<file path="src/rtl/mpe_pkg.sv">
// mpe_pkg: kind codes, MessagePack tag bytes and the queue entry type
// shared by the scalar/header encoder modules. No dependencies.
package mpe_pkg;

    // input kind codes
    localparam logic [3:0] OP_NIL   = 4'd0;
    localparam logic [3:0] OP_TRUE  = 4'd1;
    localparam logic [3:0] OP_FALSE = 4'd2;
    localparam logic [3:0] OP_ARR   = 4'd3;
    localparam logic [3:0] OP_MAP   = 4'd4;
    localparam logic [3:0] OP_STR   = 4'd5;
    localparam logic [3:0] OP_UINT  = 4'd6;
    localparam logic [3:0] OP_SINT  = 4'd7;
    localparam logic [3:0] OP_RAW   = 4'd8;

    // tag bytes
    localparam logic [7:0] TAG_NIL    = 8'hc0;
    localparam logic [7:0] TAG_FALSE  = 8'hc2;
    localparam logic [7:0] TAG_TRUE   = 8'hc3;
    localparam logic [7:0] TAG_FIXARR = 8'h90;
    localparam logic [7:0] TAG_FIXMAP = 8'h80;
    localparam logic [7:0] TAG_FIXSTR = 8'ha0;
    localparam logic [7:0] TAG_STR8   = 8'hd9;
    localparam logic [7:0] TAG_STR16  = 8'hda;
    localparam logic [7:0] TAG_STR32  = 8'hdb;
    localparam logic [7:0] TAG_ARR16  = 8'hdc;
    localparam logic [7:0] TAG_ARR32  = 8'hdd;
    localparam logic [7:0] TAG_MAP16  = 8'hde;
    localparam logic [7:0] TAG_MAP32  = 8'hdf;
    localparam logic [7:0] TAG_U8     = 8'hcc;
    localparam logic [7:0] TAG_U16    = 8'hcd;
    localparam logic [7:0] TAG_U32    = 8'hce;
    localparam logic [7:0] TAG_I8     = 8'hd0;
    localparam logic [7:0] TAG_I16    = 8'hd1;
    localparam logic [7:0] TAG_I32    = 8'hd2;

    // one classified item: tag byte, payload left-aligned (first byte in
    // [31:24]) and number of payload bytes after the tag (0, 1, 2 or 4)
    typedef struct packed {
        logic [7:0]  tag;
        logic [31:0] pay;
        logic [2:0]  npay;
    } t_cmd;

endpackage

</file>
<file path="src/rtl/mpe_ifs.sv">
// mpe_in_if / mpe_out_if: valid/ready channels of the encoder.
// Depends on nothing.
interface mpe_in_if;
    logic        valid;
    logic        ready;
    logic [3:0]  op;
    logic [31:0] value;

    modport source (output valid, output op, output value, input ready);
    modport sink   (input valid, input op, input value, output ready);
endinterface

interface mpe_out_if;
    logic       valid;
    logic       ready;
    logic [7:0] out_byte;
    logic       last;

    modport source (output valid, output out_byte, output last, input ready);
    modport sink   (input valid, input out_byte, input last, output ready);
endinterface

</file>
<file path="src/rtl/mpe_front.sv">
// mpe_front: accepts input beats and classifies each into tag, aligned
// payload and payload length. Depends on mpe_pkg and mpe_in_if.
module mpe_front (
    mpe_in_if.sink          i_in,
    input  logic            i_full,
    output logic            o_push,
    output mpe_pkg::t_cmd   o_cmd
);
    import mpe_pkg::*;

    logic [31:0] v;
    logic        known;

    assign v = i_in.value;

    always_comb begin
        o_cmd = '{tag: TAG_NIL, pay: 32'd0, npay: 3'd0};
        known = 1'b1;
        case (i_in.op)
            OP_NIL:   o_cmd.tag = TAG_NIL;
            OP_TRUE:  o_cmd.tag = TAG_TRUE;
            OP_FALSE: o_cmd.tag = TAG_FALSE;
            OP_ARR, OP_MAP: begin
                if (v < 32'd16) begin
                    o_cmd.tag = ((i_in.op == OP_ARR) ? TAG_FIXARR : TAG_FIXMAP) | v[7:0];
                end else if (v < 32'h10000) begin
                    o_cmd.tag  = (i_in.op == OP_ARR) ? TAG_ARR16 : TAG_MAP16;
                    o_cmd.pay  = {v[15:0], 16'd0};
                    o_cmd.npay = 3'd2;
                end else begin
                    o_cmd.tag  = (i_in.op == OP_ARR) ? TAG_ARR32 : TAG_MAP32;
                    o_cmd.pay  = v;
                    o_cmd.npay = 3'd4;
                end
            end
            OP_STR: begin
                if (v < 32'd32) begin
                    o_cmd.tag = TAG_FIXSTR | v[7:0];
                end else if (v < 32'h100) begin
                    o_cmd.tag  = TAG_STR8;
                    o_cmd.pay  = {v[7:0], 24'd0};
                    o_cmd.npay = 3'd1;
                end else if (v < 32'h10000) begin
                    o_cmd.tag  = TAG_STR16;
                    o_cmd.pay  = {v[15:0], 16'd0};
                    o_cmd.npay = 3'd2;
                end else begin
                    o_cmd.tag  = TAG_STR32;
                    o_cmd.pay  = v;
                    o_cmd.npay = 3'd4;
                end
            end
            OP_UINT, OP_SINT: begin
                if (i_in.op == OP_SINT && v[31]) begin
                    if (v >= 32'hffffffe0) begin
                        o_cmd.tag = v[7:0];
                    end else if (v >= 32'hffffff80) begin
                        o_cmd.tag  = TAG_I8;
                        o_cmd.pay  = {v[7:0], 24'd0};
                        o_cmd.npay = 3'd1;
                    end else if (v >= 32'hffff8000) begin
                        o_cmd.tag  = TAG_I16;
                        o_cmd.pay  = {v[15:0], 16'd0};
                        o_cmd.npay = 3'd2;
                    end else begin
                        o_cmd.tag  = TAG_I32;
                        o_cmd.pay  = v;
                        o_cmd.npay = 3'd4;
                    end
                end else if (v < 32'h80) begin
                    o_cmd.tag = v[7:0];
                end else if (v < 32'h100) begin
                    o_cmd.tag  = TAG_U8;
                    o_cmd.pay  = {v[7:0], 24'd0};
                    o_cmd.npay = 3'd1;
                end else if (v < 32'h10000) begin
                    o_cmd.tag  = TAG_U16;
                    o_cmd.pay  = {v[15:0], 16'd0};
                    o_cmd.npay = 3'd2;
                end else begin
                    o_cmd.tag  = TAG_U32;
                    o_cmd.pay  = v;
                    o_cmd.npay = 3'd4;
                end
            end
            OP_RAW:  o_cmd.tag = v[7:0];
            default: known = 1'b0;
        endcase
    end

    // unknown kinds are taken and dropped
    assign i_in.ready = !i_full;
    assign o_push     = i_in.valid && !i_full && known;

endmodule

</file>
<file path="src/rtl/mpe_queue.sv">
// mpe_queue: two-entry queue of classified items between front and back.
// Depends on mpe_pkg.
module mpe_queue (
    input  logic            i_clk,
    input  logic            i_rst_n,
    input  logic            i_push,
    input  mpe_pkg::t_cmd   i_cmd,
    input  logic            i_pop,
    output mpe_pkg::t_cmd   o_cmd,
    output logic            o_full,
    output logic            o_empty
);
    import mpe_pkg::*;

    t_cmd       r_mem [2];
    logic       r_wptr;
    logic       r_rptr;
    logic [1:0] r_cnt;
    logic [1:0] n_cnt;

    always_comb begin
        n_cnt = r_cnt;
        case ({i_push, i_pop})
            2'b10:   n_cnt = r_cnt + 2'd1;
            2'b01:   n_cnt = r_cnt - 2'd1;
            default: n_cnt = r_cnt;
        endcase
    end

    always_ff @(posedge i_clk) begin
        if (!i_rst_n) begin
            r_wptr <= 1'b0;
            r_rptr <= 1'b0;
            r_cnt  <= 2'd0;
        end else begin
            if (i_push) r_wptr <= !r_wptr;
            if (i_pop)  r_rptr <= !r_rptr;
            r_cnt <= n_cnt;
        end
    end

    always_ff @(posedge i_clk) begin
        if (i_push) r_mem[r_wptr] <= i_cmd;
    end

    assign o_cmd   = r_mem[r_rptr];
    assign o_full  = (r_cnt == 2'd2);
    assign o_empty = (r_cnt == 2'd0);

endmodule

</file>
<file path="src/rtl/mpe_back.sv">
// mpe_back: serializes one queued item per run, tag then payload bytes,
// through a registered output stage. Depends on mpe_pkg and mpe_out_if.
module mpe_back (
    input  logic            i_clk,
    input  logic            i_rst_n,
    input  mpe_pkg::t_cmd   i_cmd,
    input  logic            i_empty,
    output logic            o_pop,
    mpe_out_if.source       o_out
);
    import mpe_pkg::*;

    logic        r_valid;
    logic [7:0]  r_byte;
    logic        r_last;
    logic [31:0] r_pay;
    logic [2:0]  r_rem;
    logic        adv;

    assign adv   = !r_valid || o_out.ready;
    assign o_pop = adv && (r_rem == 3'd0) && !i_empty;

    always_ff @(posedge i_clk) begin
        if (!i_rst_n) begin
            r_valid <= 1'b0;
            r_rem   <= 3'd0;
        end else if (adv) begin
            if (r_rem != 3'd0) begin
                r_valid <= 1'b1;
                r_rem   <= r_rem - 3'd1;
            end else if (!i_empty) begin
                r_valid <= 1'b1;
                r_rem   <= i_cmd.npay;
            end else begin
                r_valid <= 1'b0;
            end
        end
    end

    // payload shifts out most significant byte first
    always_ff @(posedge i_clk) begin
        if (adv) begin
            if (r_rem != 3'd0) begin
                r_byte <= r_pay[31:24];
                r_last <= (r_rem == 3'd1);
                r_pay  <= {r_pay[23:0], 8'd0};
            end else if (!i_empty) begin
                r_byte <= i_cmd.tag;
                r_last <= (i_cmd.npay == 3'd0);
                r_pay  <= i_cmd.pay;
            end
        end
    end

    assign o_out.valid    = r_valid;
    assign o_out.out_byte = r_byte;
    assign o_out.last     = r_last;

endmodule

</file>
<file path="src/rtl/messagepack_scalar_header_encoder.sv">
// Channel  | Dir | Fields                  | Beat
// i_in     | in  | op[3:0], value[31:0]    | one item to encode
// o_out    | out | out_byte[7:0], last     | one encoded byte
//
// Each item yields 1 to 5 output beats, one per cycle while o_out.ready holds;
// the back end's single byte lane serializes one item at a time.
// Items pass through a two-entry queue, then the registered output stage; the
// queue decouples front from back, so i_in.ready drops only when it is full.
// Unused kinds (9 to 15) are accepted and produce no bytes.
// i_rst_n is synchronous, active low, and empties the queue and output stage.
// Depends on mpe_pkg, mpe_ifs, mpe_front, mpe_queue, mpe_back.
module messagepack_scalar_header_encoder (
    input  logic        i_clk,
    input  logic        i_rst_n,
    mpe_in_if.sink      i_in,
    mpe_out_if.source   o_out
);
    import mpe_pkg::*;

    t_cmd push_cmd;
    t_cmd head_cmd;
    logic push;
    logic pop;
    logic full;
    logic empty;

    mpe_front u_front (
        .i_in   (i_in),
        .i_full (full),
        .o_push (push),
        .o_cmd  (push_cmd)
    );

    mpe_queue u_queue (
        .i_clk   (i_clk),
        .i_rst_n (i_rst_n),
        .i_push  (push),
        .i_cmd   (push_cmd),
        .i_pop   (pop),
        .o_cmd   (head_cmd),
        .o_full  (full),
        .o_empty (empty)
    );

    mpe_back u_back (
        .i_clk   (i_clk),
        .i_rst_n (i_rst_n),
        .i_cmd   (head_cmd),
        .i_empty (empty),
        .o_pop   (pop),
        .o_out   (o_out)
    );

endmodule

</file>
<file path="src/flat_wrapper.sv">
// flat-port wrapper written by rule: the top's interface ports become plain ports
module messagepack_scalar_header_encoder_flat import mpe_pkg::*;
  (i_clk, i_rst_n, i_in_valid, i_in_op, i_in_value, i_in_ready, o_out_valid, o_out_out_byte, o_out_last, o_out_ready);
  mpe_in_if i_in_i ();
  mpe_out_if o_out_i ();
  input  logic i_clk;
  input  logic i_rst_n;
  input wire logic [$bits(i_in_i.valid)-1:0] i_in_valid;
  input wire logic [$bits(i_in_i.op)-1:0] i_in_op;
  input wire logic [$bits(i_in_i.value)-1:0] i_in_value;
  output wire logic [$bits(i_in_i.ready)-1:0] i_in_ready;
  output wire logic [$bits(o_out_i.valid)-1:0] o_out_valid;
  output wire logic [$bits(o_out_i.out_byte)-1:0] o_out_out_byte;
  output wire logic [$bits(o_out_i.last)-1:0] o_out_last;
  input wire logic [$bits(o_out_i.ready)-1:0] o_out_ready;
  assign i_in_i.valid = i_in_valid;
  assign i_in_i.op = i_in_op;
  assign i_in_i.value = i_in_value;
  assign i_in_ready = i_in_i.ready;
  assign o_out_valid = o_out_i.valid;
  assign o_out_out_byte = o_out_i.out_byte;
  assign o_out_last = o_out_i.last;
  assign o_out_i.ready = o_out_ready;
  messagepack_scalar_header_encoder u_core (.i_clk(i_clk), .i_rst_n(i_rst_n), .i_in(i_in_i), .o_out(o_out_i));
endmodule
</file>
<file path="config.mk">
export PLATFORM = sky130hd
export DESIGN_NAME = messagepack_scalar_header_encoder_flat
export DESIGN_NICKNAME = d
export VERILOG_FILES = /design/src/rtl/mpe_pkg.sv /design/src/rtl/mpe_ifs.sv /design/src/rtl/mpe_front.sv /design/src/rtl/mpe_queue.sv /design/src/rtl/mpe_back.sv /design/src/rtl/messagepack_scalar_header_encoder.sv /design/src/flat_wrapper.sv
export SDC_FILE = /design/constraint.sdc
export NUM_CORES = 1
export LEC_CHECK = 0
export ABC_AREA = 1
export BUFFER_PORTS_ARGS = -buffer_cell sky130_fd_sc_hd__buf_2
export CORE_ASPECT_RATIO = 0.8
export CORE_MARGIN = 2
export CORE_UTILIZATION = 40
export DETAILED_ROUTE_END_ITERATION = 10
export REMOVE_ABC_BUFFERS = 1
export SLEW_MARGIN = 30
export SYNTH_ARGS = -nofsm -noshare
export SYNTH_HDL_FRONTEND = slang
export SYNTH_SLANG_ARGS = --single-unit
</file>
<file path="constraint.sdc">
create_clock -name i_clk -period 5.1 [get_ports i_clk]
set_clock_uncertainty 0.2 [all_clocks]
set_input_delay 0.255 -clock i_clk [delete_from_list [all_inputs] [get_ports i_clk]]
set_output_delay 0.255 -clock i_clk [all_outputs]
set_load 0.03 [all_outputs]
</file>
* Word-level counts from Yosys, hierarchy flattened
Memories as Yosys holds them, arrays and structs flattened. A register that Yosys moved wholly into a read port is not among the register bits.
Cells that the tools add are included.
** Cells by class
- Add/subtract/negate cells :: 3
- Magnitude comparators :: 8
- Equal/unequal tests :: 13
- Mux-type cells :: 37
- Bitwise gates (word level) :: 1
- Reduce and logical (&&, ||, !) cells :: 21
** Operators with widths (count)
- two-way mux 43 bit :: 4
- two-way mux 35 bit :: 4
- two-way mux 37 bit :: 3
- case mux 35 bit (3 select lines) :: 1
- >= comparator 32 bit, second input constant :: 3
- two-way mux 32 bit :: 2
- two-way mux 8 bit :: 6
- case mux 8 bit (6 select lines) :: 1
- two-way mux 36 bit :: 1
- less-than comparator 32 x 17 -> 1 bit, second input constant :: 1
- less-than comparator 32 x 5 -> 1 bit, second input constant :: 1
- less-than comparator 32 x 6 -> 1 bit, second input constant :: 1
- less-than comparator 32 x 8 -> 1 bit, second input constant :: 1
- less-than comparator 32 x 9 -> 1 bit, second input constant :: 1
- equality test 4 x 3 -> 1 bit, second input constant :: 4
- two-way mux 1 bit :: 9
- OR reduction 9 bit :: 1
- equality test 4 x 2 -> 1 bit, second input constant :: 2
- bitwise OR 8 bit :: 1
- zero test 3 bit :: 2
- two-way mux 3 bit :: 2
- logical AND 1 bit :: 5
- zero test 1 bit :: 5
- two-way mux 5 bit :: 1
- 18 further kinds :: 21
** Storage, ports and cells
- Register bits :: 49
- Bits in writable memories :: 86
- Input port bits :: 40
- Output and inout bits :: 11
- Logic and storage cells :: 93
- Memories kept :: 1
** Memory list
- u_core.u_queue.r_mem :: words 2, width 43, rd ports 1, clocked after Yosys merged registers in 1, write ports 1, line mpe_queue.sv:15 : t_cmd r_mem [2];

* Logic depth before layout (Yosys ltp)
- Word-level depth :: 6
- Gate-level depth with buffers :: 12
- Gate-level depth less buffers :: 11

* By module
Synthesis repeated with hierarchy kept, for this count alone.
** Unflattened totals
- Cells, all modules :: 769
- Area total of the unflattened synthesis :: 7363.3 µm²
** By module, submodules not included
- mpe_queue :: times used 1, cells each 169, area an instance 3534.6 µm², seq. area each 2682.6 µm²
- mpe_back :: times used 1, cells each 204, area an instance 1966.9 µm², seq. area each 1311.3 µm²
- mpe_front :: times used 1, cells each 396, area an instance 1861.8 µm², seq. area each 0.0 µm²

* Least setup slack after synthesis
No wires, ideal clock.
- Path kind :: flip-flop to flip-flop
- Start :: register u_core.u_back.r_rem[0]
- End :: register u_core.u_back.r_rem[2]
- Library setup time :: 73 ps
- Arrival time :: 3343 ps
- Required time :: 4827 ps
- Setup slack :: 1485 ps
- Stages on the path, launching flop included :: 8
- Path buffers :: 0
- Period minus slack after synthesis :: 3615 ps
- Cells stage by stage :: dfxtp_1 > inv_1 > ha_1 > inv_1 > nor2_1 > a21oi_1 > o211ai_1 > a21oi_1
** On the way
- Longest elaborated chain between the ends :: 3
- Elaborated cells on any way between the ends :: 5
- Those cells by class :: 1 x add/sub; 1 x eq/ne; 1 x mux; 2 x reduce/logical
** Ends and longest elaborated chain
- start, declared :: line mpe_back.sv:17 : logic [2:0] r_rem;
- start signal, assigned :: line mpe_back.sv:30 : r_rem <= r_rem - 3'd1;
- start signal, assigned :: line mpe_back.sv:33 : r_rem <= i_cmd.npay;
- branches (longest 3 deep; another with subtractor 3 x 1 -> 3 bit)
Parallel ways; which one is timed is not known.
A chain may end at the register's enable or synchronous reset.

* Worst setup path in the final report
- Start :: register u_core.u_queue.r_cnt[0]
- End :: memory u_core.u_queue.r_mem[0][31] (netlist bit), enable pin
** On the way
- Longest elaborated chain between the ends :: 6
** Ends and longest elaborated chain
- start, declared :: line mpe_queue.sv:18 : logic [1:0] r_cnt;
- start signal, assigned :: line mpe_queue.sv:38 : r_cnt <= n_cnt;
- equality test 2 bit :: line mpe_queue.sv:47 : assign o_full = (r_cnt == 2'd2);
- zero test 1 bit :: line mpe_front.sv:93 : assign o_push = i_in.valid && !i_full && known;
- logical AND 1 bit (2 in series) :: line mpe_front.sv:93
- two-way mux 1 bit :: line mpe_queue.sv:43 : if (i_push) r_mem[r_wptr] <= i_cmd;
- two-way mux 1 bit (implied by the code) :: line mpe_queue.sv:43
- end, declared :: line mpe_queue.sv:15
No other way between the ends.

==> out/metrics.csv <==
stage;metric;value;unit
run_status;status;complete, no violations;
critical_path;worstPathMaxFanout;29;
yosys;synthAdderAreaFrac;0.00713;
global_routing;grt_pass1_wl;28.5;mm
timing;rsz0062_at_grt;no;
yosys;synth-compound-area-share;0.113;
yosys;ys_types;40;
clock_tree;cts_tree;yes;
placement;place.gp.congestion;0.937;
global_routing;overflow;0;
timing;period_share;0.447;
critical_path;crit_end;u_core.u_queue.r_mem[0][31];
worst_hold_path;hold_depth;3;
clock_tree;cts_buffers;17;
timing;fin_crit;2.28;ns
yosys;synth_xor_xnor_area_share;0.00249;
final_layout;drive_above_1_share;0.163;
drt;drtIter0Drc;599;
yosys;yosys-top-cells-area;edfxtp_1, nand2_1, nor2_1;
timing;setup_tns;0;ns
critical_path;r2r_slack;2.82;ns
critical_path;arrival;2.13;ns
power_and_ir_drop;power_density;483;nW/um^2
clock_tree;ctsHoldBuffers;2;
clock_tree;clockRootBuffer;clkbuf_16;
drt;avgRoutedWirePerCell;17.2;um
critical_path;cp.depth;5;
job;drv_cap;0;
critical_path;crit_chain;nor2_1, inv_1, nand3_1, nor2_4, buf_4;
die;die_y;123;um
critical_path;timing.rr.start;u_core.u_queue.r_cnt[0];
die;num_io_pins;51;
critical_path;crit_slowest_cell;buf_4;
yosys;yosysMostFrequentCell;nand2_1;
power_and_ir_drop;vdd_drop_max;0.268;mV
final_layout;layout.nets;873;
global_routing;grt.total_usage;0.202;
yosys;yosysWarningCount;0;
timing;worstMarginPinSlew;0.640;ns
clock_tree;path_clk_slew;0.06;ns
final_layout;num_antenna_cells;0;
yosys;synthMuxAreaShare;0;
clock_tree;cts-resized-gates;0;
critical_path;startpoint;u_core.u_queue.r_cnt[0];
yosys;yosysTopAreaCell;edfxtp_1;
critical_path;start_kind;register;
yosys;synth_seq_cells;136;
timing;timing.slew.headroom;0.573;
clock_tree;clkLatencyLatePin;0.41;ns
drt;vias;5555;
drt;post-route-drc-count;0;
yosys;synth_top_family_by_area;simple AND/OR/NAND/NOR gates;
final_layout;utilization;0.465;
timing;whs;0.0838;ns
yosys;synth_cells;778;
drt;final_antenna_net_count;0;
critical_path;timing.critical_path.max_delay_family;simple AND/OR/NAND/NOR gates;
power_and_ir_drop;p_leak;0.00326;uW
yosys;synth_ff_type;edfxtp_1;
global_routing;grt_max_degree;47;
global_routing;antenna_found_initial;0;
placement;detailedPlace.worstSlack;2.49;ns
critical_path;reg2regPathDepth;5;
critical_path;slowest_delay;0.47;ns
die;rows;43;
die;core_area;17300;um^2
drt;wl;18.4;mm
yosys;synth_common_cells;nand2_1, edfxtp_1, nor2_1;
yosys;synth_edf_count;127;
yosys;synth_top_cell_area_share;0.543;
placement;portBuffers;50;
yosys;synthSimpleGateAreaFrac;0.254;
clock_tree;cts.sink_count;136;
yosys;ys_async_sr_fraction;0;
worst_hold_path;hp-class;input port to register;
yosys;ys_seq_area_frac;0.569;
clock_tree;cts_max_level;4;
critical_path;worst-path-buf-inv;2;
critical_path;rr_endpoint;u_core.u_queue.r_mem[0][31];
die;start_util;0.407;
timing;setup_slack;2.82;ns
timing;max_freq;0.439;GHz
placement;dp_hpwl;12.6;mm
critical_path;worstPathRequired;4.95;ns
clock_tree;cts_buffer_depth;2;
timing;drv_slew;0;
global_routing;grt_pass1_vias;4898;
critical_path;cp-end-kind;register;
yosys;synth_area;7020;um^2
timing;final-hold-violation-count;0;
critical_path;critPathKind;register to register;
clock_tree;postCtsSetupBuffers;0;
drt;first_pass_iters;5;
yosys;syn_area_per_cell;9.03;um^2
die;die_w;152;um
timing;setup_viol;0;
drt;via_per_inst;5.21;
die;fp.dieArea;18600;um^2
final_layout;area_growth;14.4;%
==> cell families after synthesis <==
family | count (synthesis)
compound gates | 144
xor+xnor | 2
fa+ha+maj | 4
buf+inv | 87
flops | 136
simple gates | 405
==> worst min-delay path: cells and delay by family <==
kind            cells  cell delay [ns]
buf+inv             1             0.12
simple gates        1             0.11
compound gates      1             0.07
==> layer usage <==
metal / track usage / vias to the layer above / share of wire
met5: 0 / - / 0
met4: 0.0648 / 0 / 0.012
met3: 0.0459 / 21 / 0.087
met2: 0.299 / 231 / 0.44
met1: 0.296 / 2563 / 0.46
li1: - / 2740 / -
==> per-stage QoR <==
step	power (uW)	cell area, um^2	std cells
floorplan	2430	6860	751
global placement	2810	7480	1033
detailed placement	2820	7480	1033
CTS	3920	8040	1067
global route	4120	8040	1067
finish	3880	8040	1067
==> registers in the layout, summed over array words and instances (netlist names), named ones only <==
| signal | count |
|---|---|
| u_core.u_queue.r_wptr | 1 |
| u_core.u_queue.r_mem | 86 |
| u_core.u_back.r_pay | 32 |
| u_core.u_back.o_out.valid | 1 |
| u_core.u_queue.r_cnt | 2 |
| u_core.u_back.o_out.last | 1 |
| u_core.u_back.r_rem | 3 |
| u_core.u_queue.r_rptr | 1 |
| u_core.u_back.o_out.out_byte | 8 |
==> area by class of cell <==
type	count	area, um^2
tap	225	282
fill	1636	9230
clock inverter	14	110
timing repair buffer	59	323
inverter	60	225
multi-input combinational	555	2670
clock buffer	18	429
sequential	136	3990
==> worst min-delay path by stage <==
stage	start	endpoint	slack [ns]
6_report	i_in_value[18]	u_core.u_queue.r_mem[0][21]	0.08
5_1_grt	i_in_value[11]	u_core.u_queue.r_mem[1][14]	0.08
3_3_place_gp	u_core.u_queue.r_rptr	u_core.u_queue.r_rptr	0.24
3_5_place_dp	u_core.u_queue.r_rptr	u_core.u_queue.r_rptr	0.24
2_1_floorplan	i_rst_n	u_core.u_back.o_out.valid	0.18
4_1_cts	i_in_value[18]	u_core.u_queue.r_mem[0][21]	0.06
==> power by group <==
group	total (uW)	switching, uW	internal (uW)
sequential	1700	68.8	1630
clock	1100	439	661
combinational	1080	802	280
total	3880	1310	2570
==> placed cells by master (no fill, tap or decap), types with 6 or more instances in the layout <==
master | synthesis | layout
buf_2 | 3 | 50
dfxtp_1 | 9 | 9
o21ai_0 | 81 | 81
a21oi_1 | 32 | 31
nor2_2 | 9 | 10
clkinv_1 | 4 | 6
nand2_4 | 6 | 6
buf_4 | 2 | 7
nand2_1 | 194 | 194
inv_1 | 51 | 51
clkbuf_16 | 0 | 17
o21ai_1 | 13 | 13
nor2_4 | 4 | 6
edfxtp_1 | 127 | 127
a21oi_2 | 9 | 9
nand4_1 | 10 | 10
nand3_1 | 58 | 58
nor2_1 | 110 | 107
No activity file was read; power rests on OpenSTA's default activity.
